==> config.mk <==
export PLATFORM = sky130hd
export DESIGN_NAME = tph_div_step
export DESIGN_NICKNAME = d
export VERILOG_FILES = /design/src/rtl/tph_pkg.sv /design/src/rtl/tph_div_step.sv
export SDC_FILE = /design/constraint.sdc
export NUM_CORES = 1
export LEC_CHECK = 0
export BUFFER_PORTS_ARGS = -buffer_cell sky130_fd_sc_hd__clkbuf_2
export CAP_MARGIN = 30
export CORE_ASPECT_RATIO = 0.7
export CORE_MARGIN = 4
export CORE_UTILIZATION = 35
export DETAILED_ROUTE_END_ITERATION = 6
export GPL_ROUTABILITY_DRIVEN = 1
export PLACE_DENSITY = 0.61
export SLEW_MARGIN = 25
export SYNTH_ARGS = -nofsm -noshare
export SYNTH_HDL_FRONTEND = slang
export SYNTH_SLANG_ARGS = --single-unit
export TNS_END_PERCENT = 10
==> constraint.sdc <==
create_clock -name clk -period 4.1 [get_ports clk]
set_input_delay 0.41 -clock clk [delete_from_list [all_inputs] [get_ports clk]]
set_output_delay 0.41 -clock clk [all_outputs]
set_load 0.02 [all_outputs]
==> src/rtl/tph_pkg.sv <==
// ----------------------------------------------------------------------------
// tph_pkg
// Types, widths and helpers shared by the triangle plane height pipeline.
// ----------------------------------------------------------------------------
`default_nettype none

package tph_pkg;

  localparam int CW     = 32;            // coordinate width, signed fixed point
  localparam int DIF_W  = CW + 1;        // vertex difference
  localparam int PR_W   = 2 * DIF_W;     // edge product
  localparam int NRM_W  = PR_W + 1;      // normal component
  localparam int LO_W   = NRM_W / 2;     // low slice of a split operand
  localparam int HI_W   = NRM_W - LO_W;  // high slice, signed
  localparam int PP_W   = LO_W + 1 + DIF_W; // partial product
  localparam int NUM_W  = NRM_W + DIF_W; // full product
  localparam int T_W    = NUM_W + 3;     // numerator with headroom
  localparam int QB     = CW - 1;        // quotient magnitude bits

  typedef struct packed {
    logic signed [CW-1:0] v0_x;
    logic signed [CW-1:0] v0_y;
    logic signed [CW-1:0] v0_z;
    logic signed [CW-1:0] v1_x;
    logic signed [CW-1:0] v1_y;
    logic signed [CW-1:0] v1_z;
    logic signed [CW-1:0] v2_x;
    logic signed [CW-1:0] v2_y;
    logic signed [CW-1:0] v2_z;
    logic signed [CW-1:0] query_x;
    logic signed [CW-1:0] query_z;
  } tph_in_t;

  typedef struct packed {
    logic signed [CW-1:0] height;
    logic                 degenerate;
    logic                 saturated;
  } tph_out_t;

  // one restoring division step travels as this bundle
  typedef struct packed {
    logic             valid;
    logic [T_W-1:0]   rem;
    logic [T_W-1:0]   ds;
    logic [CW-1:0]    q;
    logic             neg;
    logic             degen;
  } step_t;

  function automatic logic signed [DIF_W-1:0] sdiff(input logic signed [CW-1:0] a,
                                                    input logic signed [CW-1:0] b);
    logic signed [DIF_W-1:0] ea;
    logic signed [DIF_W-1:0] eb;
    ea = DIF_W'(a);
    eb = DIF_W'(b);
    return ea - eb;
  endfunction

endpackage

`default_nettype wire

==> src/rtl/tph_div_step.sv <==
// ----------------------------------------------------------------------------
// tph_div_step
// One registered restoring division step: one quotient bit per stage.
// ----------------------------------------------------------------------------
`default_nettype none

module tph_div_step import tph_pkg::*; (
  input  wire logic clk,
  input  wire logic rst_n,
  input  wire logic adv,
  input  step_t     din,
  output step_t     dout
);

  step_t step_r;
  logic  ge;

  assign ge = (din.rem >= din.ds);

  always_ff @(posedge clk) begin
    if (!rst_n) begin
      step_r.valid <= 1'b0;
    end else if (adv) begin
      step_r.valid <= din.valid;
    end
  end

  always_ff @(posedge clk) begin
    if (adv) begin
      step_r.rem   <= ge ? (din.rem - din.ds) : din.rem;
      step_r.ds    <= din.ds >> 1;
      step_r.q     <= {din.q[CW-2:0], ge};
      step_r.neg   <= din.neg;
      step_r.degen <= din.degen;
    end
  end

  assign dout = step_r;

endmodule

`default_nettype wire

==> results by group <==
Route
  • Vias per Instance: 5.38
  • Detailed Routing Iterations Pass 1: 5
  • WL/cell: ~21 um
  • Initial detailed-routing violation count: between 1k and 1.5k
  • Total vias in the final route: approximately 15k
  • Antenna Nets Post-Route: 0
  • Total wire length: 60.7 mm
  • Drt drc: 0

Yosys
  • Top cell types by occurrence after synthesis: edfxtp_1, a21oi_1, nand2_1
  • Seq cells post-synth: 240
  • Yosys warns: 0
  • Cell area after synthesis: between 0.015 and 0.02 mm^2
  • Average cell area after synthesis: between 9 and 10 um^2
  • Most common cell in the synthesized netlist: edfxtp_1
  • Total nets after synthesis: 2007
  • Distinct cell type count of the synthesized netlist: a little over 80
  • Number of enable flip-flop cells after synthesis: 239
  • Biggest area consumer among synthesized cells: edfxtp_1
  • Synth area leaders: edfxtp_1, ha_1, a21oi_1
  • Number of cells produced by synthesis: ~1.7k
  • Area share of the largest cell type after synthesis: about 44%
  • Proportion of synthesized flip-flops having asynchronous set or reset: 0%
  • Post-synthesis sequential area ratio: 44.3%
  • Primary flip-flop cell chosen by synthesis mapping: edfxtp_1

Clock network
  • Master cell of the clock root buffer: clkbuf_16
  • TritonCTS buffer count: 26
  • Maximum number of buffers from clock root to sink: 3
  • Clock network latency to the later pin of the worst-skew pair: around 560 ps
  • # Post-CTS Setup Buffers: 0
  • Clk sink count: 240
  • Count of H-tree levels built during CTS: 1
  • Clock tree from TritonCTS: yes
  • Clk pin slew, worst setup/hold paths: approximately 80 ps

Critical path
  • Worst Path Arrival: about 4000 ps
  • Required time at the endpoint of the critical path: around 4500 ps
  • Crit Path Class: in -> reg
  • Maximum fanout count along the critical path: 6
  • Kind of end point of the critical path: register
  • Worst reg-to-reg setup slack: between 3000 and 4000 ps
  • Kind of launch point of the worst setup path: input pin

Global routing
  • M1 GR Usage: around a third
  • Pin count of the biggest net entering global routing: 95
  • Total Routing Usage GR: a little under a quarter
  • Initial antenna violation count: 3
  • GRT overflow: 0
  • Peak-usage layer in the global routing report: met2
  • Global-route wire length before repair: about 90 mm
  • Global-route met3 utilization: 6.25%
  • Via count of the first global-routing pass: roughly 15k
  • GR Layer Usage met2: ~36%

STA
  • Highest clock frequency the design can meet: approximately 280 MHz
  • Setup WS post-layout: about 520 ps
  • Number of max-slew violations in the final report: 0
  • Max Clock Skew: 0 ps
  • Final clock period utilization by the worst path: ~87%
  • Transition time of the tightest slew-check pin: between 800 and 900 ps
  • Clock period minus worst slack: roughly 3600 ps
  • Headroom to the max-slew limit: between 40% and 50%
  • Total negative slack for setup checks: 0 ps
  • Final setup violating endpoints: 0
  • Endpoints failing hold: 0
  • Setup repair after global routing missed its margin: no

Status
  • Outcome: finished clean

Floorplanning
  • Ports placed on the boundary: slightly below 500
  • Core area: ~0.045 mm^2
  • Starting utilization of the core area: a little over a third
  • Total die area: about 0.050 mm^2
  • Die Height: about 190 um
  • Die Width: approximately 270 um
  • Number of rows in the core area: 65

Layout
  • Area growth from synthesis to layout: 28.5%
  • Post-Layout Cell Count: 2832
  • Layout cell share with drive strength beyond 1: a little under a third
  • Fill count: 4446
  • Number of nets in the layout: between 2k and 3k
  • Largest register FFs: 240

Placed design
  • Placer congestion estimate: 0.905
  • Estimated wirelength of the detail-placed design: between 40 and 50 mm
  • Post-placement setup slack: 33.8 ps
  • Port buffer count: between 400 and 500
  • Placed cell count: 2760

Power and ir drop
  • Leakage component of the power: 9.21 nW
  • PnR Total Power: approximately 0.0081 W
  • VDD IR max: approximately 0.32 mV
  • Power per cell area: approximately 400 mW/mm^2

Worst hold path
  • Min-Delay Path Class: in -> reg

Flow run
  • Max-cap violations: 0
## path summary, 6_finish.rpt
check,from,to,cells past startpoint
hold / removal,din[12],dout[13],1
setup reg to reg,dout[240],dout[240],2
setup / recovery,din[48],dout[214],13
hold reg to reg,dout[240],dout[240],2
## where the power goes
group          total, W  switching [W]  leakage [nW]  internal (W)
clock           0.00248        0.00103         0.431       0.00145
combinational   0.00256        0.00160          6.43      0.000962
sequential      0.00311      0.0000812          2.35       0.00303
## layer usage
metal / wire length [um] / vias to the layer above
li1: - / 7292
met1: 28200 / 7320
met2: 26200 / 583
met3: 5420 / 45
met4: 771 / 4
met5: 27 / -
## area by class of cell
cell class	instances	area (um^2)	share of cell area (%)
Timing Repair Buffer	581	3290	15.8
Clock inverter	14	164	0.785
Tap cell	603	754	3.61
Inverter	141	534	2.56
Antenna cell	1	2.50	0.0120
Clock buffer	33	728	3.49
Multi-Input combinational cell	1219	8200	39.3
Sequential cell	240	7200	34.5
## worst max-delay path, cell delays in order
cell and delay, ps:
clkbuf_2 90, inv_1 40, ha_1 380, a21oi_1 260, o32ai_1 160, o211ai_1 360
a21boi_0 240, o311ai_0 420, buf_4 210, nand4_1 80, a41oi_1 630, mux2_2 410
o31ai_1 270
## what timing repair did
item,CTS,global route
gates resized for setup,0,0
hold endpoints to repair,24,0
hold buffers,24,0
## cell usage in the layout (no fill, tap or decap), drive strengths merged, types with 11 or more instances in the layout
cell type,netlist,routed
clkbuf,39,514
nand4,44,44
nor2,123,123
xnor2,53,53
mux2,69,69
o21ai,121,121
o21a,14,14
and3,14,14
nor4,16,16
edfxtp,239,239
buf,20,76
nand2,151,151
inv,141,142
o21bai,32,32
o31ai,22,22
xor2,25,25
ha,103,103
o211ai,11,11
nand3,56,56
dlygate4sd3,0,24
a21o,35,35
nor3,23,23
a31oi,15,15
a211oi,12,12
a21oi,166,166
## logic make-up after synthesis
family,Yosys count,share of synthesized area (%)
AO/OA/AOI/OAI,489,18.9
AND/OR/NAND/NOR,470,13.6
flip-flops,240,44.3
buffers and inverters,200,5.17
adder cells (fa/ha/maj),104,8.06
XOR/XNOR,78,4.21
multiplexers,77,5.69
other,1,0.0231
## stage by stage
stage,cell area (um^2),utilization (%),hold WS (ps)
after global placement,19700,43.4,497
final,20900,45.9,26.8
after floorplan,16200,-,509
after detailed placement,19700,43.4,509
after CTS,20900,45.9,1.14
after global routing,20900,45.9,7.06
Power figures use the tool's default switching activity.
